[src/hdl/hed_pkg.sv]
// ----------------------------------------------------------------------------
// hed_pkg
// Shared constants, command item type and name tables of the entity decoder.
// ----------------------------------------------------------------------------
package hed_pkg;

  localparam int PEND_DEPTH = 16;
  localparam int PEND_AW    = $clog2(PEND_DEPTH);
  localparam int CNT_W      = $clog2(PEND_DEPTH + 1);

  localparam int FQ_DEPTH = 4;
  localparam int FQ_AW    = $clog2(FQ_DEPTH);
  localparam int FQ_CW    = $clog2(FQ_DEPTH + 1);

  localparam int NAME_COUNT = 6;
  localparam logic [NAME_COUNT-1:0] ALL_NAMES = '1;

  localparam logic [7:0] CODE_CAP = 8'd128;

  localparam logic [1:0] MODE_PLAIN   = 2'd0;
  localparam logic [1:0] MODE_NAMED   = 2'd1;
  localparam logic [1:0] MODE_NUMERIC = 2'd2;

  // back-end actions
  localparam logic [1:0] ACT_EMIT   = 2'd0;  // emit byte as is
  localparam logic [1:0] ACT_DECODE = 2'd1;  // emit decoded byte, drop pending bytes
  localparam logic [1:0] ACT_PUSH   = 2'd2;  // append byte to pending bytes

  localparam logic [7:0] CH_AMP  = 8'h26;
  localparam logic [7:0] CH_HASH = 8'h23;
  localparam logic [7:0] CH_SEMI = 8'h3B;
  localparam logic [7:0] CH_X_LO = 8'h78;
  localparam logic [7:0] CH_X_UP = 8'h58;

  typedef struct packed {
    logic       flush;  // replay pending bytes before the action
    logic [1:0] act;
    logic [7:0] data;
    logic       last;
  } cmd_t;

  function automatic logic [7:0] fold_case(input logic [7:0] b);
    fold_case = (b >= 8'h41 && b <= 8'h5A) ? b + 8'd32 : b;
  endfunction

  // lt gt amp quot apos nbsp, terminating semicolon included
  function automatic logic [2:0] ent_size(input logic [2:0] i);
    unique case (i)
      3'd0, 3'd1:       ent_size = 3'd3;
      3'd2:             ent_size = 3'd4;
      3'd3, 3'd4, 3'd5: ent_size = 3'd5;
      default:          ent_size = 3'd0;
    endcase
  endfunction

  function automatic logic [7:0] name_char(input logic [2:0] i, input logic [2:0] pos);
    logic [39:0] s;
    s = '0;
    unique case (i)
      3'd0:    s = {8'h3B, 8'h74, 8'h6C, 16'h0000};            // ";tl"
      3'd1:    s = {8'h3B, 8'h74, 8'h67, 16'h0000};            // ";tg"
      3'd2:    s = {8'h3B, 8'h70, 8'h6D, 8'h61, 8'h00};        // ";pma"
      3'd3:    s = {8'h3B, 8'h74, 8'h6F, 8'h75, 8'h71};        // ";touq"
      3'd4:    s = {8'h3B, 8'h73, 8'h6F, 8'h70, 8'h61};        // ";sopa"
      3'd5:    s = {8'h3B, 8'h70, 8'h73, 8'h62, 8'h6E};        // ";psbn"
      default: s = '0;
    endcase
    // strings above are written last char first; pick char at pos
    unique case (ent_size(i))
      3'd3:    name_char = (pos < 3'd3) ? s[39 - 8*(2 - pos) -: 8] : 8'h00;
      3'd4:    name_char = (pos < 3'd4) ? s[39 - 8*(3 - pos) -: 8] : 8'h00;
      3'd5:    name_char = s[39 - 8*(4 - pos) -: 8];
      default: name_char = 8'h00;
    endcase
  endfunction

  function automatic logic [7:0] name_out(input logic [2:0] i);
    unique case (i)
      3'd0:    name_out = 8'h3C;
      3'd1:    name_out = 8'h3E;
      3'd2:    name_out = 8'h26;
      3'd3:    name_out = 8'h22;
      3'd4:    name_out = 8'h27;
      3'd5:    name_out = 8'h20;
      default: name_out = 8'h00;
    endcase
  endfunction

endpackage

[src/hdl/hed_in_if.sv]
// ----------------------------------------------------------------------------
// hed_in_if
// Input channel: one raw text byte per item.
// ----------------------------------------------------------------------------
interface hed_in_if;
  logic       valid;
  logic       ready;
  logic [7:0] in_byte;
  logic       in_last;

  modport source (output valid, output in_byte, output in_last, input ready);
  modport sink   (input valid, input in_byte, input in_last, output ready);
endinterface

[src/hdl/hed_out_if.sv]
// ----------------------------------------------------------------------------
// hed_out_if
// Output channel: one decoded byte per item.
// ----------------------------------------------------------------------------
interface hed_out_if;
  logic       valid;
  logic       ready;
  logic [7:0] out_byte;
  logic       out_last;

  modport source (output valid, output out_byte, output out_last, input ready);
  modport sink   (input valid, input out_byte, input out_last, output ready);
endinterface

[src/hdl/html_entity_decoder_top.sv]
// ----------------------------------------------------------------------------
// html_entity_decoder_top
// Streaming HTML entity decoder. An ordinary byte is taken every cycle while
// the command queue has room; its command is held in that queue and its
// result is registered at the output. Bytes of an open reference produce no
// result until it ends; a decoded reference yields one byte. A reference that
// fails is replayed from the pending byte buffer in the back end at one byte
// per cycle while the output is not stalled: the back end takes the command,
// replays the pending bytes (up to 16), then handles the breaking byte. A
// reference still open at the byte marked last is replayed after that byte.
// A four-entry command queue lets the input side run on while a replay or an
// output stall is in progress; input ready drops only when the queue is full.
// ----------------------------------------------------------------------------
module html_entity_decoder_top (
  input  logic       clk,
  input  logic       rst,
  hed_in_if.sink     din,
  hed_out_if.source  dout
);

  hed_pkg::cmd_t fq_cmd, head;
  logic          fq_push, fq_full, pop, head_valid;

  hed_front u_front (
    .clk     (clk),
    .rst     (rst),
    .din     (din),
    .fq_full (fq_full),
    .fq_push (fq_push),
    .fq_cmd  (fq_cmd)
  );

  hed_cmd_fifo u_fifo (
    .clk        (clk),
    .rst        (rst),
    .push       (fq_push),
    .push_cmd   (fq_cmd),
    .full       (fq_full),
    .pop        (pop),
    .head       (head),
    .head_valid (head_valid)
  );

  hed_back u_back (
    .clk        (clk),
    .rst        (rst),
    .head       (head),
    .head_valid (head_valid),
    .pop        (pop),
    .dout       (dout)
  );

endmodule

[src/hdl/hed_front.sv]
// ----------------------------------------------------------------------------
// hed_front
// Accepts text bytes, tracks the open reference and issues one command per item.
// ----------------------------------------------------------------------------
module hed_front (
  input  logic          clk,
  input  logic          rst,
  hed_in_if.sink        din,
  input  logic          fq_full,
  output logic          fq_push,
  output hed_pkg::cmd_t fq_cmd
);

  logic [1:0]                    mode, mode_next;
  logic [hed_pkg::NAME_COUNT-1:0] cand, cand_next;
  logic                          hex, hex_next;
  logic [7:0]                    code, code_next;
  logic                          seen, seen_next;
  logic [hed_pkg::CNT_W-1:0]     count, count_next;

  logic [7:0]  b, lb;
  logic        accept;
  logic        buf_full;
  logic [2:0]  pos;
  logic [hed_pkg::NAME_COUNT-1:0] match, hit_v;
  logic        complete;
  logic [2:0]  hit;
  logic [3:0]  dval;
  logic        dok;
  logic [10:0] scaled, sum;
  logic [7:0]  code_new;
  logic        done, decode, fail;
  logic [7:0]  dec_byte;

  assign b        = din.in_byte;
  assign lb       = hed_pkg::fold_case(b);
  assign din.ready = !fq_full;
  assign accept   = din.valid && din.ready;
  assign buf_full = count >= hed_pkg::CNT_W'(hed_pkg::PEND_DEPTH);
  assign pos      = 3'(count - hed_pkg::CNT_W'(1));

  always_comb begin
    complete = 1'b0;
    hit      = 3'd0;
    for (int i = 0; i < hed_pkg::NAME_COUNT; i++) begin
      match[i] = cand[i] && (pos < hed_pkg::ent_size(3'(i))) &&
                 (hed_pkg::name_char(3'(i), pos) == lb);
      hit_v[i] = match[i] && ((pos + 3'd1) == hed_pkg::ent_size(3'(i)));
    end
    for (int i = hed_pkg::NAME_COUNT - 1; i >= 0; i--) begin
      if (hit_v[i]) begin
        complete = 1'b1;
        hit      = 3'(i);
      end
    end
  end

  always_comb begin
    dok  = 1'b0;
    dval = 4'd0;
    if (b >= 8'h30 && b <= 8'h39) begin
      dok  = 1'b1;
      dval = 4'(b - 8'h30);
    end else if (hex && lb >= 8'h61 && lb <= 8'h66) begin
      dok  = 1'b1;
      dval = 4'(lb - 8'h57);
    end
  end

  // value so far is below the cap here, so 7 bits carry it
  assign scaled = hex ? (11'(code[6:0]) << 4)
                      : ((11'(code[6:0]) << 3) + (11'(code[6:0]) << 1));
  assign sum    = scaled + 11'(dval);
  always_comb begin
    if (code >= hed_pkg::CODE_CAP)        code_new = code;
    else if (sum > 11'(hed_pkg::CODE_CAP)) code_new = hed_pkg::CODE_CAP;
    else                                   code_new = sum[7:0];
  end

  always_comb begin
    done       = 1'b0;
    decode     = 1'b0;
    dec_byte   = b;
    mode_next  = mode;
    cand_next  = cand;
    hex_next   = hex;
    code_next  = code;
    seen_next  = seen;
    count_next = count;

    if (mode == hed_pkg::MODE_NAMED) begin
      if (count == hed_pkg::CNT_W'(1) && b == hed_pkg::CH_HASH) begin
        if (!buf_full) begin
          done      = 1'b1;
          mode_next = hed_pkg::MODE_NUMERIC;
          cand_next = '0;
        end
      end else if (complete) begin
        done     = 1'b1;
        decode   = 1'b1;
        dec_byte = hed_pkg::name_out(hit);
      end else if (match != '0 && !buf_full) begin
        done      = 1'b1;
        cand_next = match;
      end
    end else if (mode == hed_pkg::MODE_NUMERIC) begin
      if (count == hed_pkg::CNT_W'(2) && !hex &&
          (b == hed_pkg::CH_X_LO || b == hed_pkg::CH_X_UP)) begin
        if (!buf_full) begin
          done     = 1'b1;
          hex_next = 1'b1;
        end
      end else if (b == hed_pkg::CH_SEMI) begin
        if (seen && code != 8'd0 && code < hed_pkg::CODE_CAP) begin
          done     = 1'b1;
          decode   = 1'b1;
          dec_byte = code;
        end
      end else if (dok && !buf_full) begin
        done      = 1'b1;
        seen_next = 1'b1;
        code_next = code_new;
      end
    end

    fail = (mode == hed_pkg::MODE_NAMED || mode == hed_pkg::MODE_NUMERIC) && !done;

    if (done && !decode) begin
      count_next = count + hed_pkg::CNT_W'(1);
    end else begin
      // reference closed: decoded, failed, or plain text
      mode_next  = hed_pkg::MODE_PLAIN;
      cand_next  = '0;
      hex_next   = 1'b0;
      code_next  = 8'd0;
      seen_next  = 1'b0;
      count_next = '0;
      if (!done && b == hed_pkg::CH_AMP) begin
        mode_next  = hed_pkg::MODE_NAMED;
        cand_next  = hed_pkg::ALL_NAMES;
        count_next = hed_pkg::CNT_W'(1);
      end
    end

    if (din.in_last) begin
      mode_next  = hed_pkg::MODE_PLAIN;
      cand_next  = '0;
      hex_next   = 1'b0;
      code_next  = 8'd0;
      seen_next  = 1'b0;
      count_next = '0;
    end
  end

  always_comb begin
    fq_cmd.flush = fail;
    fq_cmd.last  = din.in_last;
    fq_cmd.data  = decode ? dec_byte : b;
    if (done) fq_cmd.act = decode ? hed_pkg::ACT_DECODE : hed_pkg::ACT_PUSH;
    else      fq_cmd.act = (b == hed_pkg::CH_AMP) ? hed_pkg::ACT_PUSH : hed_pkg::ACT_EMIT;
  end

  assign fq_push = accept;

  always_ff @(posedge clk) begin
    if (rst) begin
      mode  <= hed_pkg::MODE_PLAIN;
      cand  <= '0;
      hex   <= 1'b0;
      code  <= 8'd0;
      seen  <= 1'b0;
      count <= '0;
    end else if (accept) begin
      mode  <= mode_next;
      cand  <= cand_next;
      hex   <= hex_next;
      code  <= code_next;
      seen  <= seen_next;
      count <= count_next;
    end
  end

  // an open reference always holds its ampersand
  a_ref_has_count: assert property (@(posedge clk) disable iff (rst)
    (mode != hed_pkg::MODE_PLAIN) |-> (count != '0))
    else $error("open reference with no pending bytes");
  a_named_short: assert property (@(posedge clk) disable iff (rst)
    (mode == hed_pkg::MODE_NAMED) |-> (count <= hed_pkg::CNT_W'(5)))
    else $error("named reference longer than any name");
  a_plain_clear: assert property (@(posedge clk) disable iff (rst)
    (mode == hed_pkg::MODE_PLAIN) |-> (count == '0 && cand == '0))
    else $error("plain mode with leftover reference state");

endmodule

[src/hdl/hed_cmd_fifo.sv]
// ----------------------------------------------------------------------------
// hed_cmd_fifo
// Short command queue between the front end and the back end.
// ----------------------------------------------------------------------------
module hed_cmd_fifo (
  input  logic          clk,
  input  logic          rst,
  input  logic          push,
  input  hed_pkg::cmd_t push_cmd,
  output logic          full,
  input  logic          pop,
  output hed_pkg::cmd_t head,
  output logic          head_valid
);

  hed_pkg::cmd_t               slots [hed_pkg::FQ_DEPTH];
  logic [hed_pkg::FQ_AW-1:0]   wr_ptr, rd_ptr;
  logic [hed_pkg::FQ_CW-1:0]   fill;
  logic                        do_push, do_pop;

  assign full       = fill == hed_pkg::FQ_CW'(hed_pkg::FQ_DEPTH);
  assign head_valid = fill != '0;
  assign head       = slots[rd_ptr];
  assign do_push    = push && !full;
  assign do_pop     = pop && head_valid;

  always_ff @(posedge clk) begin
    if (do_push) slots[wr_ptr] <= push_cmd;
  end

  always_ff @(posedge clk) begin
    if (rst) begin
      wr_ptr <= '0;
      rd_ptr <= '0;
      fill   <= '0;
    end else begin
      if (do_push) wr_ptr <= wr_ptr + hed_pkg::FQ_AW'(1);
      if (do_pop)  rd_ptr <= rd_ptr + hed_pkg::FQ_AW'(1);
      unique case ({do_push, do_pop})
        2'b10:   fill <= fill + hed_pkg::FQ_CW'(1);
        2'b01:   fill <= fill - hed_pkg::FQ_CW'(1);
        default: fill <= fill;
      endcase
    end
  end

endmodule

[src/hdl/hed_back.sv]
// ----------------------------------------------------------------------------
// hed_back
// Executes commands: keeps the pending bytes, replays them and emits results.
// ----------------------------------------------------------------------------
module hed_back (
  input  logic          clk,
  input  logic          rst,
  input  hed_pkg::cmd_t head,
  input  logic          head_valid,
  output logic          pop,
  hed_out_if.source     dout
);

  localparam logic [1:0] ST_IDLE = 2'd0;
  localparam logic [1:0] ST_PRE  = 2'd1;  // replay before the action
  localparam logic [1:0] ST_ACT  = 2'd2;
  localparam logic [1:0] ST_POST = 2'd3;  // end-of-text replay

  logic [7:0]                pend [hed_pkg::PEND_DEPTH];
  logic [1:0]                st, st_next;
  logic [hed_pkg::CNT_W-1:0] idx, idx_next;
  logic [hed_pkg::CNT_W-1:0] bcount, bcount_next;
  hed_pkg::cmd_t             cur, cur_next, op;

  logic       ov, ol;
  logic [7:0] ob;
  logic       can_emit, act_go, wr_en;
  logic       emit, emit_last;
  logic [7:0] emit_byte;
  logic       idx_end;

  assign can_emit = !ov || dout.ready;
  assign op       = (st == ST_ACT) ? cur : head;
  assign act_go   = (st == ST_ACT) ||
                    (st == ST_IDLE && head_valid && !(head.flush && bcount != '0));
  assign idx_end  = (idx + hed_pkg::CNT_W'(1)) == bcount;

  always_comb begin
    st_next     = st;
    idx_next    = idx;
    bcount_next = bcount;
    cur_next    = cur;
    pop         = 1'b0;
    wr_en       = 1'b0;
    emit        = 1'b0;
    emit_last   = 1'b0;
    emit_byte   = 8'd0;

    unique case (st)
      ST_IDLE: begin
        if (head_valid && head.flush && bcount != '0) begin
          cur_next = head;
          pop      = 1'b1;
          idx_next = '0;
          st_next  = ST_PRE;
        end
      end
      ST_PRE: begin
        if (can_emit) begin
          emit      = 1'b1;
          emit_byte = pend[idx[hed_pkg::PEND_AW-1:0]];
          idx_next  = idx + hed_pkg::CNT_W'(1);
          if (idx_end) begin
            bcount_next = '0;
            st_next     = ST_ACT;
          end
        end
      end
      ST_ACT: begin
      end
      ST_POST: begin
        if (can_emit) begin
          emit      = 1'b1;
          emit_byte = pend[idx[hed_pkg::PEND_AW-1:0]];
          emit_last = idx_end;
          idx_next  = idx + hed_pkg::CNT_W'(1);
          if (idx_end) begin
            bcount_next = '0;
            st_next     = ST_IDLE;
          end
        end
      end
      default: st_next = ST_IDLE;
    endcase

    if (act_go) begin
      if (op.act == hed_pkg::ACT_PUSH) begin
        wr_en       = 1'b1;
        bcount_next = bcount + hed_pkg::CNT_W'(1);
        pop         = (st == ST_IDLE);
        if (op.last) begin
          idx_next = '0;
          st_next  = ST_POST;
        end else begin
          st_next = ST_IDLE;
        end
      end else if (can_emit) begin
        // plain byte or decoded reference: no pending bytes remain after it
        emit        = 1'b1;
        emit_byte   = op.data;
        emit_last   = op.last;
        bcount_next = '0;
        pop         = (st == ST_IDLE);
        st_next     = ST_IDLE;
      end
    end
  end

  always_ff @(posedge clk) begin
    if (wr_en) pend[bcount[hed_pkg::PEND_AW-1:0]] <= op.data;
  end

  always_ff @(posedge clk) begin
    if (rst) begin
      st     <= ST_IDLE;
      idx    <= '0;
      bcount <= '0;
      ov     <= 1'b0;
    end else begin
      st     <= st_next;
      idx    <= idx_next;
      bcount <= bcount_next;
      if (emit)            ov <= 1'b1;
      else if (dout.ready) ov <= 1'b0;
    end
  end

  always_ff @(posedge clk) begin
    cur <= cur_next;
    if (emit) begin
      ob <= emit_byte;
      ol <= emit_last;
    end
  end

  assign dout.valid    = ov;
  assign dout.out_byte = ob;
  assign dout.out_last = ol;

  a_bcount_bound: assert property (@(posedge clk) disable iff (rst)
    bcount <= hed_pkg::CNT_W'(hed_pkg::PEND_DEPTH))
    else $error("pending byte count beyond buffer depth");
  a_replay_in_range: assert property (@(posedge clk) disable iff (rst)
    (st == ST_PRE || st == ST_POST) |-> (idx < bcount))
    else $error("replay index past pending bytes");
  a_last_clears: assert property (@(posedge clk) disable iff (rst)
    (emit && emit_last) |=> (bcount == '0 && st == ST_IDLE))
    else $error("pending bytes left after the final result");
  a_no_emit_stall: assert property (@(posedge clk) disable iff (rst)
    (ov && !dout.ready) |-> !emit)
    else $error("result overwritten while stalled");

endmodule

[src/flat_wrapper.sv]
// flat-port wrapper written by rule: the top's interface ports become plain ports
module html_entity_decoder_top_flat 
  (clk, rst, din_valid, din_in_byte, din_in_last, din_ready, dout_valid, dout_out_byte, dout_out_last, dout_ready);
  hed_in_if din_i ();
  hed_out_if dout_i ();
  input  logic clk;
  input  logic rst;
  input wire logic [$bits(din_i.valid)-1:0] din_valid;
  input wire logic [$bits(din_i.in_byte)-1:0] din_in_byte;
  input wire logic [$bits(din_i.in_last)-1:0] din_in_last;
  output wire logic [$bits(din_i.ready)-1:0] din_ready;
  output wire logic [$bits(dout_i.valid)-1:0] dout_valid;
  output wire logic [$bits(dout_i.out_byte)-1:0] dout_out_byte;
  output wire logic [$bits(dout_i.out_last)-1:0] dout_out_last;
  input wire logic [$bits(dout_i.ready)-1:0] dout_ready;
  assign din_i.valid = din_valid;
  assign din_i.in_byte = din_in_byte;
  assign din_i.in_last = din_in_last;
  assign din_ready = din_i.ready;
  assign dout_valid = dout_i.valid;
  assign dout_out_byte = dout_i.out_byte;
  assign dout_out_last = dout_i.out_last;
  assign dout_i.ready = dout_ready;
  html_entity_decoder_top u_core (.clk(clk), .rst(rst), .din(din_i), .dout(dout_i));
endmodule
[config.mk]
export PLATFORM = sky130hd
export DESIGN_NAME = html_entity_decoder_top_flat
export DESIGN_NICKNAME = d
export VERILOG_FILES = /design/src/hdl/hed_pkg.sv /design/src/hdl/hed_in_if.sv /design/src/hdl/hed_out_if.sv /design/src/hdl/html_entity_decoder_top.sv /design/src/hdl/hed_front.sv /design/src/hdl/hed_cmd_fifo.sv /design/src/hdl/hed_back.sv /design/src/flat_wrapper.sv
export SDC_FILE = /design/constraint.sdc
export NUM_CORES = 1
export LEC_CHECK = 0
export BUFFER_PORTS_ARGS = -buffer_cell sky130_fd_sc_hd__buf_2
export CORE_MARGIN = 2
export CORE_UTILIZATION = 68
export DETAILED_ROUTE_END_ITERATION = 8
export GPL_ROUTABILITY_DRIVEN = 1
export HOLD_SLACK_MARGIN = 0.02
export PLACE_DENSITY_LB_ADDON = 0.1
export SYNTH_ARGS = -nofsm -noshare
export SYNTH_HDL_FRONTEND = slang
export SYNTH_SLANG_ARGS = --single-unit
[constraint.sdc]
create_clock -name clk -period 12.1 [get_ports clk]
set_input_delay 1.815 -clock clk [delete_from_list [all_inputs] [get_ports clk]]
set_output_delay 1.815 -clock clk [all_outputs]
set_load 0.005 [all_outputs]
==> results.txt <==
Core area: 17400 um2
Primary FF master, synth: edfxtp_1
GRT Overall Usage: 0.319
Vias in the first global route: 8332
Outcome: finished clean
PostCTS Resize Cnt: 0
Final cell count without fillers: 1204
Area leader, netlist: edfxtp_1
Met3 Use GR: 0.0519
Port Buf Inserts: 23
Area contributors post-synth: edfxtp_1, mux4_2, dfxtp_1
Clock Tree Buf Depth: 3
Clock skew: 26.0 ps
First-pass GRT wire length: 45400 um
Internal: 1680 uW
DR vias/cell: 6.84
Die area: 19000 um2
RSZ-0062 raised after global routing: no
Nets@finish: 1016
P_sw: 690 uW
Yosys warnings: 0
Post-synthesis sequential area ratio: 0.557
Leakage power: 0.00456 uW
Synthesized cell area: 12200 um2
Worst r2r src: u_core.u_front.count[0]
Library cells used by synthesis: 82
DRC: 0
Total gr overflow: 0
Sw Ratio: 0.291
Sequential Power Share: 0.459
Grt peak-use layer: met2
Tcrit/Tclk final: 0.548
Area added between synthesis and finish: 8.71%
Maximum fanout along the worst path: 20
Total power: 2370 uW
WHS: 452 ps
TritonCTS Buffers: 25
Final HPWL DP: 19800 um
Post-route ant nets: 0
CP Capture Type: register
Post-synth EDFFs: 196
Post-Route WL: 29200 um
CTS H-Tree Depth: 1
Pwr Density: 179 nW/um2
Root buf cell: clkbuf_16
Gp weighted congestion: 0.936
Top post-synthesis cells by count: edfxtp_1, nor2_1, nand2_1, mux4_2, dfxtp_1
Layout cells sized above 1: 0.151
Max Slew Vio Count: 0
# rows: 48
Hold Vio Cnt, Final: 0
Hold Crit Class: register to register
FF-to-FF End: u_core.u_front.cand[0]
Met1 GRT Util: 0.394
Sink Count: 241
Endpoints failing setup: 0
Initial DRC count: 736
Max_cap viols: 0
GRT met2 Usage: 0.546
Worst vdd ir: 208 uV
CP required: 12510 ps
Clk_lat worst skew: 530 ps
Vias: 8236
Clk slew on worst S/H paths: 60 ps
Pin slew with the least headroom to its limit: 885 ps
Crit path to: u_core.u_front.code[1]
Chip Height: 138 um
Setup TNS Final: 0 ps
CTS tree: done
Synth Instances: 951
Initial antenna violation count: 0
Top-area cell type share of the netlist area: 0.483
Largest net degree at the start of global routing: 39
Worst slew margin: 0.409
Die width: 138 um
Logic pwr share: 0.228
Seq cells post-synth: 241
Fmax: 151 MHz
Starting Density: 0.700
Drt wl/cell: 24.2 um
Antenna diodes: 0
Placed Cells: 1158
Postcts setup bufs: 0
Startpoint types: input port
R2R depth: 18
CP Launch Point: din_in_byte[1]
Worst EP arrival: 7040 ps
Most frequent cell after synthesis: edfxtp_1
Crit path time final: 6630 ps
R2R Setup Slk: 6300 ps
Initial DRT Pass Iterations: 5
# hold bufs at CTS: 0
Syn avg cell area: 12.8 um2
Clock network power share: 0.313
Asr flop ratio synth: 0
# IOs: 24
Mapped Nets: 1007
WS Path Type: input port to register
-- power groups by stage --
stage          sequential (uW)  clock [uW]  combinational (uW)
2_1_floorplan             1090           0                 366
3_3_place_gp              1100           0                 491
3_5_place_dp              1100           0                 522
4_1_cts                   1090         748                 536
5_1_grt                   1090         783                 586
6_report                  1090         742                 541
-- state kept, by name, summed over array words and instances, names as in the netlist, named ones only --
signal and flops:
u_core.u_back.pend 128, u_core.u_fifo.slots 48, u_core.u_back.cur 11, u_core.u_back.dout.out_byte 8, u_core.u_front.code 8, u_core.u_front.cand 6
u_core.u_back.idx 5, u_core.u_front.count 5, u_core.u_fifo.fill 3, u_core.u_back.st 2, u_core.u_fifo.rd_ptr 2, u_core.u_fifo.wr_ptr 2
u_core.u_front.mode 2, u_core.u_back.dout.out_last 1, u_core.u_back.dout.valid 1, u_core.u_front.hex 1, u_core.u_front.seen 1
-- layout make-up --
type,instances,area (um2)
Clock inverter,16,148
Inverter,41,154
Fill cell,1015,4160
Tap cell,225,282
Timing Repair Buffer,32,183
Multi-Input combinational cell,619,5050
Sequential cell,241,6790
Clock buffer,30,654
-- how the worst min path moves through the flow --
stage | start | end | slack [ps] | depth (start not counted)
after CTS | u_core.u_front.cand[5] | u_core.u_front.cand[5] | 450 | 1
after detailed placement | u_core.u_front.cand[5] | u_core.u_front.cand[5] | 440 | 1
final | u_core.u_front.cand[5] | u_core.u_front.cand[5] | 450 | 1
after floorplan | u_core.u_front.cand[5] | u_core.u_front.cand[5] | 420 | 1
after global routing | u_core.u_front.cand[5] | u_core.u_front.cand[5] | 460 | 1
after global placement | u_core.u_front.cand[5] | u_core.u_front.cand[5] | 440 | 1
-- critical path, stage by stage --
cell	delay (ps)
buf_2	340
clkinv_1	360
ha_1	300
nor2b_1	290
a22oi_2	240
and3_1	240
nor4_2	640
nor2b_1	210
o21ai_0	70
o21ai_0	190
ha_1	300
a21o_1	160
a21oi_1	320
nor2_1	100
nand2b_1	140
nor3_1	70
or2_1	210
o21ai_0	80
a21oi_1	110
or4_1	650
o32ai_1	200
-- placed cells by master (no fill, tap or decap), drive strengths merged, types with 30 or more instances in the layout --
master	netlist	final
mux4	52	52
a21oi	33	33
clkbuf	32	30
ha	40	40
edfxtp	196	196
nor2	79	79
buf	18	32
inv	38	41
o21ai	33	33
nand2	58	58
dfxtp	45	45
-- metal layers --
| layer | wire length, um | up-vias |
|---|---|---|
| met1 | 11200 | 4055 |
| met2 | 14800 | 409 |
| met5 | 0 | - |
| met3 | 1770 | 103 |
| met4 | 1480 | 0 |
| li1 | - | 3669 |
-- logic make-up (layout without fill, tap and decap cells) --
logic type,after synthesis,count (layout),synth area share
compound gates,164,164,0.0973
xor+xnor,38,38,0.0273
fa+ha+maj,43,43,0.0460
buf+inv,91,119,0.0295
flops,241,241,0.557
mux,77,77,0.118
simple gates,297,297,0.126
-- per-stage QoR --
step	instance area [um2]	worst slack (ps)	util
2_1_floorplan	12200	5910	-
3_3_place_gp	12500	5280	0.715
3_5_place_dp	12500	5060	0.715
4_1_cts	13300	5600	0.761
5_1_grt	13300	5110	0.761
6_report	13300	5470	0.761
Power figures use the tool's default switching activity.
